`config.mk`:
```
export PLATFORM = sky130hd
export DESIGN_NAME = linear_index_to_subscripts_core
export DESIGN_NICKNAME = d
export VERILOG_FILES = /design/src/rtl/core/li2s_pkg.sv /design/src/rtl/core/li2s_count.sv /design/src/rtl/core/li2s_div.sv /design/src/rtl/core/linear_index_to_subscripts_core.sv
export SDC_FILE = /design/constraint.sdc
export NUM_CORES = 1
export LEC_CHECK = 0
export BUFFER_PORTS_ARGS = -buffer_cell sky130_fd_sc_hd__buf_2
export CORE_MARGIN = 4
export CORE_UTILIZATION = 63
export DETAILED_ROUTE_END_ITERATION = 16
export GPL_TIMING_DRIVEN = 0
export PLACE_DENSITY = 0.81
export SYNTH_ARGS = -nofsm -noshare
export SYNTH_HDL_FRONTEND = slang
export SYNTH_SLANG_ARGS = --single-unit
```
`constraint.sdc`:
```
create_clock -name clk_i -period 12.31 [get_ports clk_i]
set_clock_uncertainty 0.2 [all_clocks]
set_input_delay 1.8465 -clock clk_i [delete_from_list [all_inputs] [get_ports clk_i]]
set_output_delay 1.8465 -clock clk_i [all_outputs]
set_load 0.02 [all_outputs]
```
`src/rtl/core/li2s_pkg.sv`:
```
// Shared types, constants and the dimension size helper for the index unravel core.
package li2s_pkg;

  localparam int unsigned IndexWidth    = 64;
  localparam int unsigned BoundWidth    = 32;
  localparam int unsigned SizeWidth     = BoundWidth + 1;
  localparam int unsigned DimCountWidth = 3;
  localparam int unsigned DimWidth      = 2;
  localparam int unsigned BoundRegs     = 4;
  localparam int unsigned CfgIndexWidth = 3;

  typedef enum logic [CfgIndexWidth-1:0] {
    CfgDimCount  = 3'd0,
    CfgBoundDim0 = 3'd1,
    CfgBoundDim1 = 3'd2,
    CfgBoundDim2 = 3'd3,
    CfgBoundDim3 = 3'd4
  } cfg_reg_e;

  typedef struct packed {
    logic                 inverted;
    logic [SizeWidth-1:0] size;
  } dim_size_t;

  // size = upper - lower + 1 in 33 bits; inverted when upper < lower
  function automatic dim_size_t size_of(input logic [IndexWidth-1:0] bound);
    logic [SizeWidth-1:0] lo;
    logic [SizeWidth-1:0] hi;
    logic [SizeWidth-1:0] diff;
    dim_size_t            res;
    lo           = {bound[BoundWidth-1], bound[BoundWidth-1:0]};
    hi           = {bound[IndexWidth-1], bound[IndexWidth-1:BoundWidth]};
    diff         = hi - lo;
    res.inverted = diff[SizeWidth-1];
    res.size     = diff + SizeWidth'(1);
    return res;
  endfunction

endpackage

```
`src/rtl/core/li2s_count.sv`:
```
// Bit-serial element count: product of dimension sizes with overflow and inversion checks.
module li2s_count #(
  parameter int unsigned NumDims = 4,
  parameter int unsigned DimIdxW = 2
) (
  input  logic                                             clk_i,
  input  logic                                             rst_ni,
  input  logic                                             start_i,
  input  logic [li2s_pkg::DimCountWidth-1:0]               dims_i,
  input  logic [NumDims-1:0][li2s_pkg::IndexWidth-1:0]     bound_i,
  output logic                                             busy_o,
  output logic [li2s_pkg::IndexWidth-1:0]                  count_o
);

  localparam int unsigned BitW = $clog2(li2s_pkg::SizeWidth);

  logic                              start_q;
  logic                              busy_q, busy_d;
  logic                              zero_q, zero_d;
  logic [DimIdxW-1:0]                dim_q, dim_d;
  logic [BitW-1:0]                   bit_q, bit_d;
  logic [li2s_pkg::IndexWidth-1:0]   acc_q, acc_d;
  logic [li2s_pkg::IndexWidth-1:0]   prod_q, prod_d;

  li2s_pkg::dim_size_t               size;
  logic [li2s_pkg::IndexWidth:0]     sum;
  logic                              ovf;
  logic                              last_dim;

  assign size     = li2s_pkg::size_of(bound_i[dim_q]);
  // MSB-first shift-add: acc = 2*acc + bit * prod
  assign sum      = {1'b0, acc_q[li2s_pkg::IndexWidth-2:0], 1'b0}
                  + {1'b0, (size.size[bit_q] ? prod_q : '0)};
  assign ovf      = acc_q[li2s_pkg::IndexWidth-1] | sum[li2s_pkg::IndexWidth];
  assign last_dim = (li2s_pkg::DimCountWidth'(dim_q) == dims_i - 3'd1);

  // start in the cycle after the write so the new register values are seen
  always_comb begin
    busy_d = busy_q;
    zero_d = zero_q;
    dim_d  = dim_q;
    bit_d  = bit_q;
    acc_d  = acc_q;
    prod_d = prod_q;
    if (start_q) begin
      busy_d = (dims_i != '0);
      zero_d = (dims_i == '0);
      dim_d  = '0;
      bit_d  = BitW'(li2s_pkg::SizeWidth - 1);
      acc_d  = '0;
      prod_d = li2s_pkg::IndexWidth'(1);
    end else if (busy_q) begin
      acc_d = sum[li2s_pkg::IndexWidth-1:0];
      if (ovf || size.inverted) begin
        zero_d = 1'b1;
      end
      if (bit_q == '0) begin
        prod_d = sum[li2s_pkg::IndexWidth-1:0];
        acc_d  = '0;
        bit_d  = BitW'(li2s_pkg::SizeWidth - 1);
        if (last_dim) begin
          busy_d = 1'b0;
        end else begin
          dim_d = dim_q + DimIdxW'(1);
        end
      end else begin
        bit_d = bit_q - BitW'(1);
      end
    end
  end

  always_ff @(posedge clk_i or negedge rst_ni) begin
    if (!rst_ni) begin
      start_q <= 1'b0;
      busy_q  <= 1'b0;
      zero_q  <= 1'b1;
      dim_q   <= '0;
      bit_q   <= '0;
    end else begin
      start_q <= start_i;
      busy_q  <= busy_d;
      zero_q  <= zero_d;
      dim_q   <= dim_d;
      bit_q   <= bit_d;
    end
  end

  always_ff @(posedge clk_i) begin
    acc_q  <= acc_d;
    prod_q <= prod_d;
  end

  assign busy_o  = busy_q | start_q;
  assign count_o = zero_q ? '0 : prod_q;

endmodule

```
`src/rtl/core/li2s_div.sv`:
```
// Radix-2 restoring divider: 64-bit dividend by 33-bit size, one quotient bit per cycle.
module li2s_div (
  input  logic                                 clk_i,
  input  logic                                 rst_ni,
  input  logic                                 start_i,
  input  logic [li2s_pkg::IndexWidth-1:0]      dividend_i,
  input  logic [li2s_pkg::SizeWidth-1:0]       divisor_i,
  output logic                                 done_o,
  output logic [li2s_pkg::IndexWidth-1:0]      quotient_o,
  output logic [li2s_pkg::BoundWidth-1:0]      remainder_o
);

  localparam int unsigned StepW = $clog2(li2s_pkg::IndexWidth);
  localparam int unsigned RemW  = li2s_pkg::SizeWidth;

  logic                              busy_q, busy_d;
  logic                              done_q, done_d;
  logic [StepW-1:0]                  cnt_q, cnt_d;
  logic [RemW-1:0]                   rem_q, rem_d;
  logic [li2s_pkg::IndexWidth-1:0]   quo_q, quo_d;
  logic [RemW-1:0]                   div_q, div_d;

  logic [RemW:0]                     trial;
  logic                              ge;

  assign trial = {rem_q, quo_q[li2s_pkg::IndexWidth-1]} - {1'b0, div_q};
  assign ge    = ~trial[RemW];

  always_comb begin
    busy_d = busy_q;
    done_d = 1'b0;
    cnt_d  = cnt_q;
    rem_d  = rem_q;
    quo_d  = quo_q;
    div_d  = div_q;
    if (start_i) begin
      busy_d = 1'b1;
      cnt_d  = '0;
      rem_d  = '0;
      quo_d  = dividend_i;
      div_d  = divisor_i;
    end else if (busy_q) begin
      // remainder stays below the divisor, so 33 bits hold it
      rem_d = ge ? trial[RemW-1:0] : {rem_q[RemW-2:0], quo_q[li2s_pkg::IndexWidth-1]};
      quo_d = {quo_q[li2s_pkg::IndexWidth-2:0], ge};
      cnt_d = cnt_q + StepW'(1);
      if (cnt_q == StepW'(li2s_pkg::IndexWidth - 1)) begin
        busy_d = 1'b0;
        done_d = 1'b1;
      end
    end
  end

  always_ff @(posedge clk_i or negedge rst_ni) begin
    if (!rst_ni) begin
      busy_q <= 1'b0;
      done_q <= 1'b0;
      cnt_q  <= '0;
    end else begin
      busy_q <= busy_d;
      done_q <= done_d;
      cnt_q  <= cnt_d;
    end
  end

  always_ff @(posedge clk_i) begin
    rem_q <= rem_d;
    quo_q <= quo_d;
    div_q <= div_d;
  end

  assign done_o      = done_q;
  assign quotient_o  = quo_q;
  assign remainder_o = rem_q[li2s_pkg::BoundWidth-1:0];

endmodule

```
`src/rtl/core/linear_index_to_subscripts_core.sv`:
```
// Top level: config registers, sequencer and output register of the index unravel core.
//
//  channel  | dir | beat carries
//  ---------+-----+--------------------------------------------------------------
//  s_axis   | in  | tdata[63:0] linear_index
//  m_axis   | out | tdata[31:0] subscript, tuser[0] in_range, tuser[2:1] dimension,
//           |     | tlast = last result of the index
//  cfg      | in  | cfg_index_i register index, cfg_data_i value
//
// An accepted index runs the 64-step radix-2 divider once per dimension in use, with a
// handoff between dimensions; a rejected index is answered without dividing. Each config
// write restarts the serial element-count multiplier: a registered setup step, then a
// bit-serial pass per dimension in use, and s_axis stalls until it ends.
// Reset zeroes the config registers (element count zero). A stalled m_axis holds the
// current beat and pauses the divider chain between dimensions.
module linear_index_to_subscripts_core #(
  parameter int unsigned MAX_DIMENSIONS = 4
) (
  input  logic                                    clk_i,
  input  logic                                    rst_ni,
  input  logic                                    s_axis_tvalid,
  output logic                                    s_axis_tready,
  input  logic [li2s_pkg::IndexWidth-1:0]         s_axis_tdata,   // [63:0] linear_index
  output logic                                    m_axis_tvalid,
  input  logic                                    m_axis_tready,
  output logic [li2s_pkg::BoundWidth-1:0]         m_axis_tdata,   // [31:0] subscript
  output logic [li2s_pkg::DimWidth:0]             m_axis_tuser,   // [0] in_range, [2:1] dimension
  output logic                                    m_axis_tlast,
  input  logic                                    cfg_valid_i,
  output logic                                    cfg_ready_o,
  input  logic [li2s_pkg::CfgIndexWidth-1:0]      cfg_index_i,
  input  logic [li2s_pkg::IndexWidth-1:0]         cfg_data_i
);

  localparam int unsigned NumDims = (MAX_DIMENSIONS < li2s_pkg::BoundRegs) ?
                                    MAX_DIMENSIONS : li2s_pkg::BoundRegs;
  localparam int unsigned DimIdxW = (NumDims > 1) ? $clog2(NumDims) : 1;

  typedef enum logic [2:0] {
    StIdle   = 3'b001,
    StDivide = 3'b010,
    StEmit   = 3'b100
  } state_e;

  state_e                                       state_q, state_d;
  logic [li2s_pkg::DimCountWidth-1:0]           dim_count_q;
  logic [NumDims-1:0][li2s_pkg::IndexWidth-1:0] bound_q;
  logic [DimIdxW-1:0]                           dim_q, dim_d;

  logic                                         out_valid_q, out_valid_d;
  logic                                         out_range_q, out_range_d;
  logic [li2s_pkg::DimWidth-1:0]                out_dim_q, out_dim_d;
  logic [li2s_pkg::BoundWidth-1:0]              out_sub_q, out_sub_d;
  logic                                         out_last_q, out_last_d;

  logic [li2s_pkg::DimCountWidth-1:0]           active_dims;
  logic [li2s_pkg::CfgIndexWidth-1:0]           bound_sel;
  logic                                         cfg_we;
  logic                                         count_busy;
  logic [li2s_pkg::IndexWidth-1:0]              count;
  logic                                         out_free;
  logic                                         in_accept;
  logic                                         reject;

  logic                                         div_start;
  logic [DimIdxW-1:0]                           div_dim;
  logic [li2s_pkg::IndexWidth-1:0]              div_dividend;
  li2s_pkg::dim_size_t                          div_size;
  logic                                         div_done;
  logic [li2s_pkg::IndexWidth-1:0]              div_quo;
  logic [li2s_pkg::BoundWidth-1:0]              div_rem;

  // ---- configuration registers
  assign cfg_ready_o = 1'b1;
  assign cfg_we      = cfg_valid_i & cfg_ready_o;
  assign bound_sel   = cfg_index_i - li2s_pkg::CfgIndexWidth'(li2s_pkg::CfgBoundDim0);

  always_ff @(posedge clk_i or negedge rst_ni) begin
    if (!rst_ni) begin
      dim_count_q <= '0;
      bound_q     <= '0;
    end else if (cfg_we) begin
      if (cfg_index_i == li2s_pkg::CfgDimCount) begin
        dim_count_q <= cfg_data_i[li2s_pkg::DimCountWidth-1:0];
      end
      for (int unsigned d = 0; d < NumDims; d++) begin
        if (cfg_index_i != li2s_pkg::CfgDimCount &&
            bound_sel == li2s_pkg::CfgIndexWidth'(d)) begin
          bound_q[d] <= cfg_data_i;
        end
      end
    end
  end

  assign active_dims = (dim_count_q > li2s_pkg::DimCountWidth'(NumDims)) ?
                       li2s_pkg::DimCountWidth'(NumDims) : dim_count_q;

  li2s_count #(
    .NumDims (NumDims),
    .DimIdxW (DimIdxW)
  ) u_count (
    .clk_i   (clk_i),
    .rst_ni  (rst_ni),
    .start_i (cfg_we),
    .dims_i  (active_dims),
    .bound_i (bound_q),
    .busy_o  (count_busy),
    .count_o (count)
  );

  // ---- sequencer
  assign out_free      = ~out_valid_q | m_axis_tready;
  assign s_axis_tready = (state_q == StIdle) & ~count_busy & out_free;
  assign in_accept     = s_axis_tvalid & s_axis_tready;
  assign reject        = (s_axis_tdata >= count);

  assign div_dim      = (state_q == StIdle) ? DimIdxW'(active_dims - 3'd1)
                                            : dim_q - DimIdxW'(1);
  assign div_dividend = (state_q == StIdle) ? s_axis_tdata : div_quo;
  assign div_size     = li2s_pkg::size_of(bound_q[div_dim]);

  always_comb begin
    state_d     = state_q;
    dim_d       = dim_q;
    div_start   = 1'b0;
    out_valid_d = out_valid_q & ~m_axis_tready;
    out_range_d = out_range_q;
    out_dim_d   = out_dim_q;
    out_sub_d   = out_sub_q;
    out_last_d  = out_last_q;
    unique case (state_q)
      StIdle: begin
        if (in_accept) begin
          if (reject) begin
            out_valid_d = 1'b1;
            out_range_d = 1'b0;
            out_dim_d   = '0;
            out_sub_d   = '0;
            out_last_d  = 1'b1;
          end else begin
            div_start = 1'b1;
            dim_d     = div_dim;
            state_d   = StDivide;
          end
        end
      end
      StDivide: begin
        if (div_done) begin
          state_d = StEmit;
        end
      end
      StEmit: begin
        if (out_free) begin
          out_valid_d = 1'b1;
          out_range_d = 1'b1;
          out_dim_d   = li2s_pkg::DimWidth'(dim_q);
          out_sub_d   = bound_q[dim_q][li2s_pkg::BoundWidth-1:0] + div_rem;
          out_last_d  = (dim_q == '0);
          if (dim_q == '0) begin
            state_d = StIdle;
          end else begin
            // quotient of this dimension feeds the next one down
            div_start = 1'b1;
            dim_d     = div_dim;
            state_d   = StDivide;
          end
        end
      end
      default: state_d = StIdle;
    endcase
  end

  li2s_div u_div (
    .clk_i       (clk_i),
    .rst_ni      (rst_ni),
    .start_i     (div_start),
    .dividend_i  (div_dividend),
    .divisor_i   (div_size.size),
    .done_o      (div_done),
    .quotient_o  (div_quo),
    .remainder_o (div_rem)
  );

  always_ff @(posedge clk_i or negedge rst_ni) begin
    if (!rst_ni) begin
      state_q     <= StIdle;
      dim_q       <= '0;
      out_valid_q <= 1'b0;
    end else begin
      state_q     <= state_d;
      dim_q       <= dim_d;
      out_valid_q <= out_valid_d;
    end
  end

  always_ff @(posedge clk_i) begin
    out_range_q <= out_range_d;
    out_dim_q   <= out_dim_d;
    out_sub_q   <= out_sub_d;
    out_last_q  <= out_last_d;
  end

  assign m_axis_tvalid = out_valid_q;
  assign m_axis_tdata  = out_sub_q;
  assign m_axis_tuser  = {out_dim_q, out_range_q};
  assign m_axis_tlast  = out_last_q;

endmodule

```
# Word-level counts from Yosys, hierarchy flattened
# Cells that the tools add are included.
dict set report totals {
  elab_cells 175
  latch_bits 0
  in_bits 136
  ram_bits 0
  out_inout_bits 39
  romBits 0
  reg_bits 578
  memories 0
}
dict set report op_classes {
  n_mux 75
  addsub 13
  n_shift 0
  mul 0
  magnitude_cmp 6
  bitwise 11
  n_reduce_logical 29
  div_mod_pow 0
  eq_ne 16
}
# operator n
set ops {}
lappend ops {{64-bit two-way mux} 8}
lappend ops {{64-bit binary-select mux with 2-bit select} 3}
lappend ops {{32-bit two-way mux} 4}
lappend ops {{33-bit by 1-bit adder with 33-bit output, second input constant} 2}
lappend ops {{32-bit by 32-bit subtractor with 33-bit output} 2}
lappend ops {{64-bit by 64-bit adder with 65-bit output} 1}
lappend ops {{64-bit >= comparator} 1}
lappend ops {{32-bit case mux with 2 select lines} 1}
lappend ops {{34-bit by 33-bit subtractor with 34-bit output} 1}
lappend ops {{33-bit two-way mux} 1}
lappend ops {{32-bit adder} 1}
lappend ops {{6-bit two-way mux} 5}
lappend ops {{1-bit two-way mux} 27}
lappend ops {{2-bit two-way mux} 13}
lappend ops {{2-bit AND reduction} 8}
lappend ops {{3-bit two-way mux} 5}
lappend ops {{2-bit inequality test, second input constant} 5}
lappend ops {{2-bit nonzero test} 5}
lappend ops {{3-bit by 2-bit equality test with 1-bit output, second input constant} 3}
lappend ops {{3-bit logical NOT} 3}
lappend ops {{2-bit by 3-bit < comparator with 1-bit output, second input constant} 3}
lappend ops {{3-bit case mux with 3 select lines} 1}
lappend ops {{1-bit case mux with 2 select lines} 4}
lappend ops {{2-bit case mux with 2 select lines} 2}
lappend ops {{24 further kinds} 41}

# Depth between registers and ports, before layout
# Gate-level depths: netlist of the first run.
dict set report depth {
  depth_word 13
  mapped_depth 38
  ltp_nobuf 34
}

# Hierarchy
# Synthesis of the first run repeated with hierarchy kept, for this count alone.
dict set report hier_totals {
  cells_unflattened 4399
  area_unflattened_um2 41394.7
}
# mod cells_per_inst area_each_um2 seq_area_each_um2 n_inst
set by_module_without_submodules {}
lappend by_module_without_submodules {linear_index_to_subscripts_core 2013 19678.9 7713.6 1}
lappend by_module_without_submodules {li2s_count 1629 13769.5 2839.0 1}
lappend by_module_without_submodules {li2s_div 757 7946.4 3773.6 1}

# Worst setup path after synthesis of the first run
# OpenSTA, ideal clock, no wires.
dict set report synth_path {
  kind {register to register}
  start {register u_count.dim_q[0]}
  end {register u_count.prod_q[60] (netlist name)}
  n_path_buf 6
  slack_ps 3024
  synth_period_minus_slack_ps 9286
  t_arrival_ps 9024
  t_required_ps 12048
  setup_time_ps 62
  stages_incl_launch_ff 36
  cell_sequence {dfrtp_1 > clkbuf_1 > buf_1 > buf_1 > clkbuf_1 > mux4_2 > ha_1 > fa_1 > nand2b_1 > a21oi_1 > o21a_1 > a21oi_1 > or4_1 > a2111oi_0 > a31oi_1 > or4_1 > a21oi_1 > o41a_1 > a21oi_2 > buf_6 > buf_6 > and2_4 > ha_1 > o21ai_0 > a21oi_1 > or4b_2 > a21boi_1 > a21oi_1 > a2111o_1 > a21oi_1 > or2_1 > o21bai_1 > a21oi_2 > a31oi_1 > or4_1 > nand3_1}
}
dict set report synth_between {
  elab_chain_len 8
}
# element line
set synth_rtl {}
lappend synth_rtl {{from (decl)} li2s_count.sv:20} ;# logic [DimIdxW-1:0] dim_q, dim_d;
lappend synth_rtl {{from (signal assigned)} li2s_count.sv:83} ;# dim_q <= dim_d;
lappend synth_rtl {{64-bit binary-select mux with 2-bit select} li2s_count.sv:30} ;# assign size = li2s_pkg::size_of(bound_i[dim_q]);
lappend synth_rtl {{64-bit two-way mux (implied by the code)} li2s_count.sv:30}
lappend synth_rtl {{32-bit by 32-bit subtractor with 33-bit output} li2s_pkg.sv:33} ;# diff = hi - lo;
lappend synth_rtl {{33-bit by 1-bit adder with 33-bit output} li2s_pkg.sv:35} ;# res.size = diff + SizeWidth'(1);
lappend synth_rtl {{1-bit binary-select mux with 6-bit select} li2s_count.sv:33} ;# + {1'b0, (size.size[bit_q] ? prod_q : '0)};
lappend synth_rtl {{1-bit two-way mux (implied by the code)} li2s_count.sv:33}
lappend synth_rtl {{64-bit two-way mux} li2s_count.sv:33}
lappend synth_rtl {{64-bit by 64-bit adder with 65-bit output} li2s_count.sv:33}
lappend synth_rtl {{to (signal assigned)} li2s_count.sv:90} ;# prod_q <= prod_d;
lappend synth_rtl {{to (decl)} li2s_count.sv:23} ;# logic [li2s_pkg::IndexWidth-1:0] prod_q, prod_d;
# Every way passes these cells. The select of a mux whose other input is x is not followed.
# A chain may end at the register's enable or synchronous reset.

# Worst setup path in the final report of the first run
dict set report layout_path {
  start {register u_count.dim_q[0]}
  end {register u_count.prod_q[63] (netlist name)}
}
# The elaborated chain is that of the path after synthesis.

==> results of run 1 <==
-- stage by stage --
step / setup slack [ns] / total power [uW] / instance area, um2 / std cells
global placement: 0.5226 / 8981 / 41410 / 5023
finish: 0.9232 / 11300 / 43750 / 5155
CTS: 0.4665 / 11190 / 43720 / 5146
global route: 0.3158 / 12010 / 43730 / 5148
detailed placement: 0.5266 / 9119 / 41580 / 5029
floorplan: 3.024 / 7468 / 39500 / 4013
-- cells by family (layout without fill, tap and decap cells) --
kind of cell	Yosys count	count (layout)	share of synthesized area [%]
buffers and inverters	350	645	3.497
AND/OR/NAND/NOR	1241	1241	15.56
other	1	11	0.009494
XOR/XNOR	171	171	3.792
adder cells (fa/ha/maj)	299	299	9.566
multiplexers	454	454	15.60
flip-flops	578	578	36.27
AO/OA/AOI/OAI	919	919	15.71
-- registers in the layout, indices dropped and copies added (netlist names), 3 cells and up --
register / count
u_count.prod_q: 64
dim_count_q: 3
bound_q: 256
u_div.rem_q: 33
u_count.acc_q: 64
u_div.cnt_q: 6
u_div.quotient_o: 64
u_count.bit_q: 6
m_axis_tdata: 32
state_q: 3
u_div.div_q: 33
-- power by group through the flow --
stage | logic, uW | clock network (uW) | registers, uW
detailed placement | 6250 | 0 | 2870
CTS | 6350 | 2000 | 2840
global placement | 6120 | 0 | 2860
finish | 6460 | 1980 | 2850
floorplan | 4700 | 0 | 2770
global route | 7030 | 2080 | 2900
-- area by class of cell --
cell class / instances / area (um2) / area share (%)
inverter: 147 / 551.8 / 1.261
clock buffer: 93 / 1928 / 4.408
sequential: 578 / 14330 / 32.75
antenna: 10 / 25.02 / 0.05720
clock inverter: 24 / 210.2 / 0.4805
timing repair buffer: 179 / 1003 / 2.294
multi-input combinational: 3085 / 23820 / 54.46
tap: 837 / 1047 / 2.394
buffer: 202 / 829.5 / 1.896
-- placed cells by master (no fill, tap or decap), types with 63 or more instances in the layout --
cell type	count
mux2_2	323
xor2_1	71
edfxtp_1	133
a31oi_1	63
inv_1	146
o21ai_0	153
clkbuf_1	182
clkbuf_16	70
a21oi_1	229
nand2b_1	106
nand2_1	472
and2_1	76
mux4_2	97
xnor2_1	100
buf_2	175
nor2_1	208
dfxtp_1	161
nand3_1	78
ha_1	294
a211oi_1	88
a21o_1	99
dfrtp_1	282
-- tightest hold or removal path, cell delays in order, from the launching register on --
cell	delay, ns
dfxtp_1	0.31
nand2_1	0.05
a21oi_1	0.05
-- routing by layer --
metal	global-route usage (%)	wire length [um]
met5	0.3655	50
met4	22.80	9332
met3	7.007	9223
met2	53.45	52340
met1	42.66	45180
-- final timing paths --
kind / slack, ns / cells past startpoint / to / startpoint
worst min-delay path: 0.27 / 2 / u_count.prod_q[19]$_SDFFE_PP0P_ / u_count.prod_q[19]$_SDFFE_PP0P_
worst max-delay path: 0.92 / 36 / u_count.prod_q[63]$_SDFFE_PP0P_ / u_count.dim_q[0]$_DFFE_PN0P_
worst min register to register: 0.27 / 2 / u_count.prod_q[19]$_SDFFE_PP0P_ / u_count.prod_q[19]$_SDFFE_PP0P_
min in group asynchronous: 0.96 / 1 / bound_q[123]$_DFFE_PN0P_ / rst_ni
max in group asynchronous: 9.47 / 3 / u_count.zero_q$_DFFE_PN1P_ / rst_ni
worst max register to register: 0.92 / 36 / u_count.prod_q[63]$_SDFFE_PP0P_ / u_count.dim_q[0]$_DFFE_PN0P_
==> impl_metrics.csv, run 1 <==
group,metric,value,unit
run_status,status,"completed",
floorplanning,rows,91,
floorplanning,ioPinCount,175,
logic_synthesis,synthFlopType,"dfrtp_1",
routing,num_vias,33010,
global_routing,overflow,0,
timing,tightest_slew,1.322,ns
cts,clk_latency,0.62,ns
timing,maxSlewViolCount,0,
routing,wire_per_inst,22.53,um
logic_synthesis,netlist_area,39500,um2
cts,ctsLongestPathBuffers,3,
timing,period_share,92.50,%
pwr,cellPowerDensity,258.3,nW/um2
final_layout,num-fill-cells,4701,
pwr,seqPwrFrac,25.2,%
setup_path,cp_num_buf_inv,6,
floorplanning,core-area,61940,um2
pwr,p_sw,4931,uW
worst_hold_path,hp-class,"flop to flop",
routing,drc,0,
logic_synthesis,synth_cells,4013,
global_routing,grt_max_degree,123,
timing,rsz0062_at_grt,"false",
pwr,intPower,6370,uW
cts,cts_made_buffers,66,
logic_synthesis,yosysMostFrequentCell,"nand2_1",
global_routing,grt_antenna_before_repair,12,
pwr,pwr-share-clk,17.6,%
logic_synthesis,syn-num-nets,4448,
cts,path_clk_slew,0.06,ns
final_layout,nets,4694,
cts,cts_sinks,578,
setup_path,endpoint_kind,"flop",
cts,cts_max_level,3,
timing,hold_viol_final,0,
routing,ant_nets,0,
setup_path,cp.required,12.62,ns
final_layout,drive_gt1_share,18.76,%
floorplanning,die_h,258.4,um
logic_synthesis,ys_seq_area_share,36.27,%
logic_synthesis,synth_edf_count,133,
timing,max_freq,0.08782,GHz
place,gp_congestion,1.002,
logic_synthesis,postSynth.asyncResetShare,49.13,%
logic_synthesis,synth-seq-cells,578,
pwr,p_sw_share,43.63,%
routing,avgViaCountPerCell,6.403,
final_layout,final_util,70.63,%
logic_synthesis,syn_area_per_cell,9.843,um2
global_routing,first_global_vias,32340,
final_layout,area_delta_synth_final,10.75,%
routing,finalWirelength,116.1,mm
pwr,leakage,0.01858,uW
cts,post_cts_resized,0,
setup_path,critPathMaxFanout,10,
setup_path,start_kind,"flop",
setup_path,cpMaxStageDelayCell,"buf_1",
place,hpwl,86.52,mm
setup_path,worstPathArrival,11.69,ns
cts,cts_tree,"yes",
logic_synthesis,synth_top_area_share,17.87,%
pwr,combPwrFrac,57.2,%
pwr,ir_drop,279.8,uV
timing,setup_viol,0,
place,portBuffers,173,
routing,drt_iter0_drc,2870,
logic_synthesis,synth_warnings,0,
routing,firstDrtPassIters,6,
cts,hold_buffers,0,
global_routing,grt_pass1_wl,179.4,mm
timing,finalSetupTns,0,ns
logic_synthesis,yosysUniqueCellTypes,99,
logic_synthesis,synth_area_leaders,"dfrtp_1 18%, edfxtp_1 10%, ha_1 9.3%",
setup_path,cpLargestDelayFamily,"compound AO/OA/AOI/OAI gates",
timing,period_needed,11.39,ns
cts,cts_setup_buffers,0,
timing,relSlewSlack,11.69,%
floorplanning,die_area,66770,um2
setup_path,worstSetupPathType,"flop to flop",
global_routing,globalRouteTotalUtil,34.04,%
logic_synthesis,yosys.area.top_type,"dfrtp_1",
floorplanning,initial_core_util,63.77,%
job,max-cap-violations,0,
setup_path,slowest_delay,0.83,ns
cts,clockRootBuffer,"clkbuf_16",
floorplanning,chipWidth,258.4,um
timing,holdWs,0.2656,ns
logic_synthesis,synth_common_cells,"472 x nand2_1, 323 x mux2_2, 294 x ha_1, 282 x dfrtp_1, 229 x a21oi_1",
No activity file was read; power rests on OpenSTA's default activity.
==> inputs of run 2 (changes only) <==
--- a/config.mk
+++ b/config.mk
@@ -10,7 +10,7 @@
 export CORE_UTILIZATION = 63
 export DETAILED_ROUTE_END_ITERATION = 16
 export GPL_TIMING_DRIVEN = 0
-export PLACE_DENSITY = 0.81
+export PLACE_DENSITY = 0.83
 export SYNTH_ARGS = -nofsm -noshare
 export SYNTH_HDL_FRONTEND = slang
 export SYNTH_SLANG_ARGS = --single-unit
==> run 2 against run 1 <==
  * Clock-buffer cell count is 5 higher
  * Sequential cell count unchanged
  * Final cell count rose by 0.16%
  * Die area unchanged
  * Clock power is essentially flat
  * Critical endpoint unchanged
  * Via count increased by 1.0%
  * Sequential share of layout area barely moved
  * Critical path depth up 1
  * Sequential power hardly changed
  * Hold slack worse by 0.0075 ns
==> impl_metrics.csv, run 2 (same netlist as run 1, synthesis figures left out) <==
group,metric,value,unit
pwr,finalPower,11180,uW
routing,firstDrtPassIters,6,
setup_path,cp_common_cell,"clkbuf_1",
cts,clk_latency,0.61,ns
global_routing,first_global_vias,32590,
timing,period_share,96.44,%
routing,ant_nets,0,
worst_hold_path,hp-class,"flop to flop",
final_layout,area_delta_synth_final,10.89,%
timing,tightest_slew,1.426,ns
routing,num_vias,33350,
place,hpwl,85.26,mm
final_layout,top_register,"bound_q",
cts,hold_buffers,0,
floorplanning,initial_core_util,63.77,%
cts,cts_made_buffers,67,
floorplanning,core-area,61940,um2
final_layout,drive_gt1_share,18.74,%
routing,drc,0,
setup_path,critPathMaxFanout,10,
setup_path,endpoint_kind,"flop",
final_layout,num-fill-cells,4612,
cts,cts_setup_buffers,0,
timing,setup_viol,0,
routing,wire_per_inst,22.25,um
global_routing,grt_max_degree,120,
pwr,cellPowerDensity,255.3,nW/um2
run_status,status,"completed",
floorplanning,die_h,258.4,um
routing,drt_iter0_drc,3079,
place,place_worst_setup_slack,0.4313,ns
cts,cts_tree,"yes",
pwr,leakage,0.01859,uW
timing,period_needed,11.87,ns
cts,clockRootBuffer,"clkbuf_16",
final_layout,multi_input_area,23820,um2
global_routing,grt_pass1_wl,177.4,mm
place,placedCellCount,5030,
timing,hold_viol_final,0,
place,gp_congestion,0.9824,
cts,post_cts_resized,0,
timing,holdWs,0.2581,ns
final_layout,mostFrequentLayoutCells,"472 x nand2_1, 323 x mux2_2, 294 x ha_1",
pwr,ir_drop,215.0,uV
timing,max_freq,0.08423,GHz
cts,cts_max_level,3,
floorplanning,chipWidth,258.4,um
floorplanning,rows,91,
setup_path,start_kind,"flop",
cts,ctsLongestPathBuffers,3,
floorplanning,ioPinCount,175,
timing,relSlewSlack,4.596,%
setup_path,worstSetupPathType,"flop to flop",
floorplanning,die_area,66770,um2
setup_path,cpMaxStageDelayCell,"clkbuf_1",
final_layout,seq_area,14330,um2
setup_path,worstPathArrival,12.16,ns
routing,finalWirelength,114.9,mm
timing,fin_ws,0.4383,ns
final_layout,layout_commonest_cell,"nand2_1",
global_routing,overflow,0,
final_layout,nets,4697,
routing,avgViaCountPerCell,6.460,
final_layout,largest_reg_flops,256,
timing,maxSlewViolCount,0,
job,max-cap-violations,0,
global_routing,globalRouteTotalUtil,33.45,%
setup_path,cp.required,12.59,ns
place,portBuffers,173,
cts,path_clk_slew,0.06,ns
setup_path,slowest_delay,0.59,ns
global_routing,grt_antenna_before_repair,15,
cts,cts_sinks,578,
final_layout,fin_cells,5163,
## run 2: cell types whose count changed in the layout (fill, tap and decap cells not counted), moves of 2 or more
cell       delta
clkbuf_16     +3
clkinv_2      +2
diode_2       +4
inv_4         -3
clkbuf_1      +4
## run 2: layout make-up
type	instances	share of cell area (%)
buffer	203	1.902
multi-input combinational	3085	54.38
timing repair buffer	180	2.328
tap	837	2.391
clock inverter	21	0.3799
antenna	14	0.07998
sequential	578	32.71
clock buffer	98	4.568
inverter	147	1.260
## run 2: layer usage
layer / wire (um) / GRT usage (%) / vias to the layer above
li1: - / - / 15260
met3: 10440 / 6.997 / 394
met2: 52310 / 52.95 / 1566
met1: 43330 / 41.43 / 16130
met5: 44 / 0 / -
met4: 8738 / 22.58 / 6
## run 2: stage by stage
| step | util [%] | cell area [um2] | TNS (ns) |
|---|---|---|---|
| after floorplan | - | 39500 | 0 |
| after global placement | 66.86 | 41410 | 0 |
| after detailed placement | 67.16 | 41600 | 0 |
| after CTS | 70.66 | 43760 | 0 |
| after global routing | 70.71 | 43790 | -0.006407 |
| final | 70.72 | 43800 | 0 |
## run 2: path summary, 6_finish.rpt
| path | slack, ns | depth (start not counted) | endpoint | from |
|---|---|---|---|---|
| max reg2reg | 0.44 | 37 | u_count.prod_q[63]$_SDFFE_PP0P_ | u_count.dim_q[0]$_DFFE_PN0P_ |
| max in group asynchronous | 9.85 | 2 | u_count.bit_q[4]$_DFFE_PN0P_ | rst_ni |
| min in group asynchronous | 1.03 | 1 | bound_q[187]$_DFFE_PN0P_ | rst_ni |
| min reg2reg | 0.26 | 1 | state_q[1]$_DFFE_PN0P_ | u_div.done_o$_DFF_PN0_ |
| max | 0.44 | 37 | u_count.prod_q[63]$_SDFFE_PP0P_ | u_count.dim_q[0]$_DFFE_PN0P_ |
| min | 0.26 | 1 | state_q[1]$_DFFE_PN0P_ | u_div.done_o$_DFF_PN0_ |
## run 2: worst max-delay path: cells and delay by family (launching register included)
family	cells	cell delay, ns
AO/OA/AOI/OAI	14	4.12
AND/OR/NAND/NOR	10	2.53
buffers and inverters	6	2.27
adder cells (fa/ha/maj)	4	1.24
XOR/XNOR	2	0.55
multiplexers	1	0.48
flip-flops	1	0.32
## run 2: where the power goes
| part | switching [uW] | internal, uW | leakage, uW | total, uW |
|---|---|---|---|---|
| registers | 317 | 2540 | 0.00600 | 2860 |
| clock network | 826 | 1170 | 0.00107 | 2000 |
| logic | 3670 | 2660 | 0.0115 | 6330 |
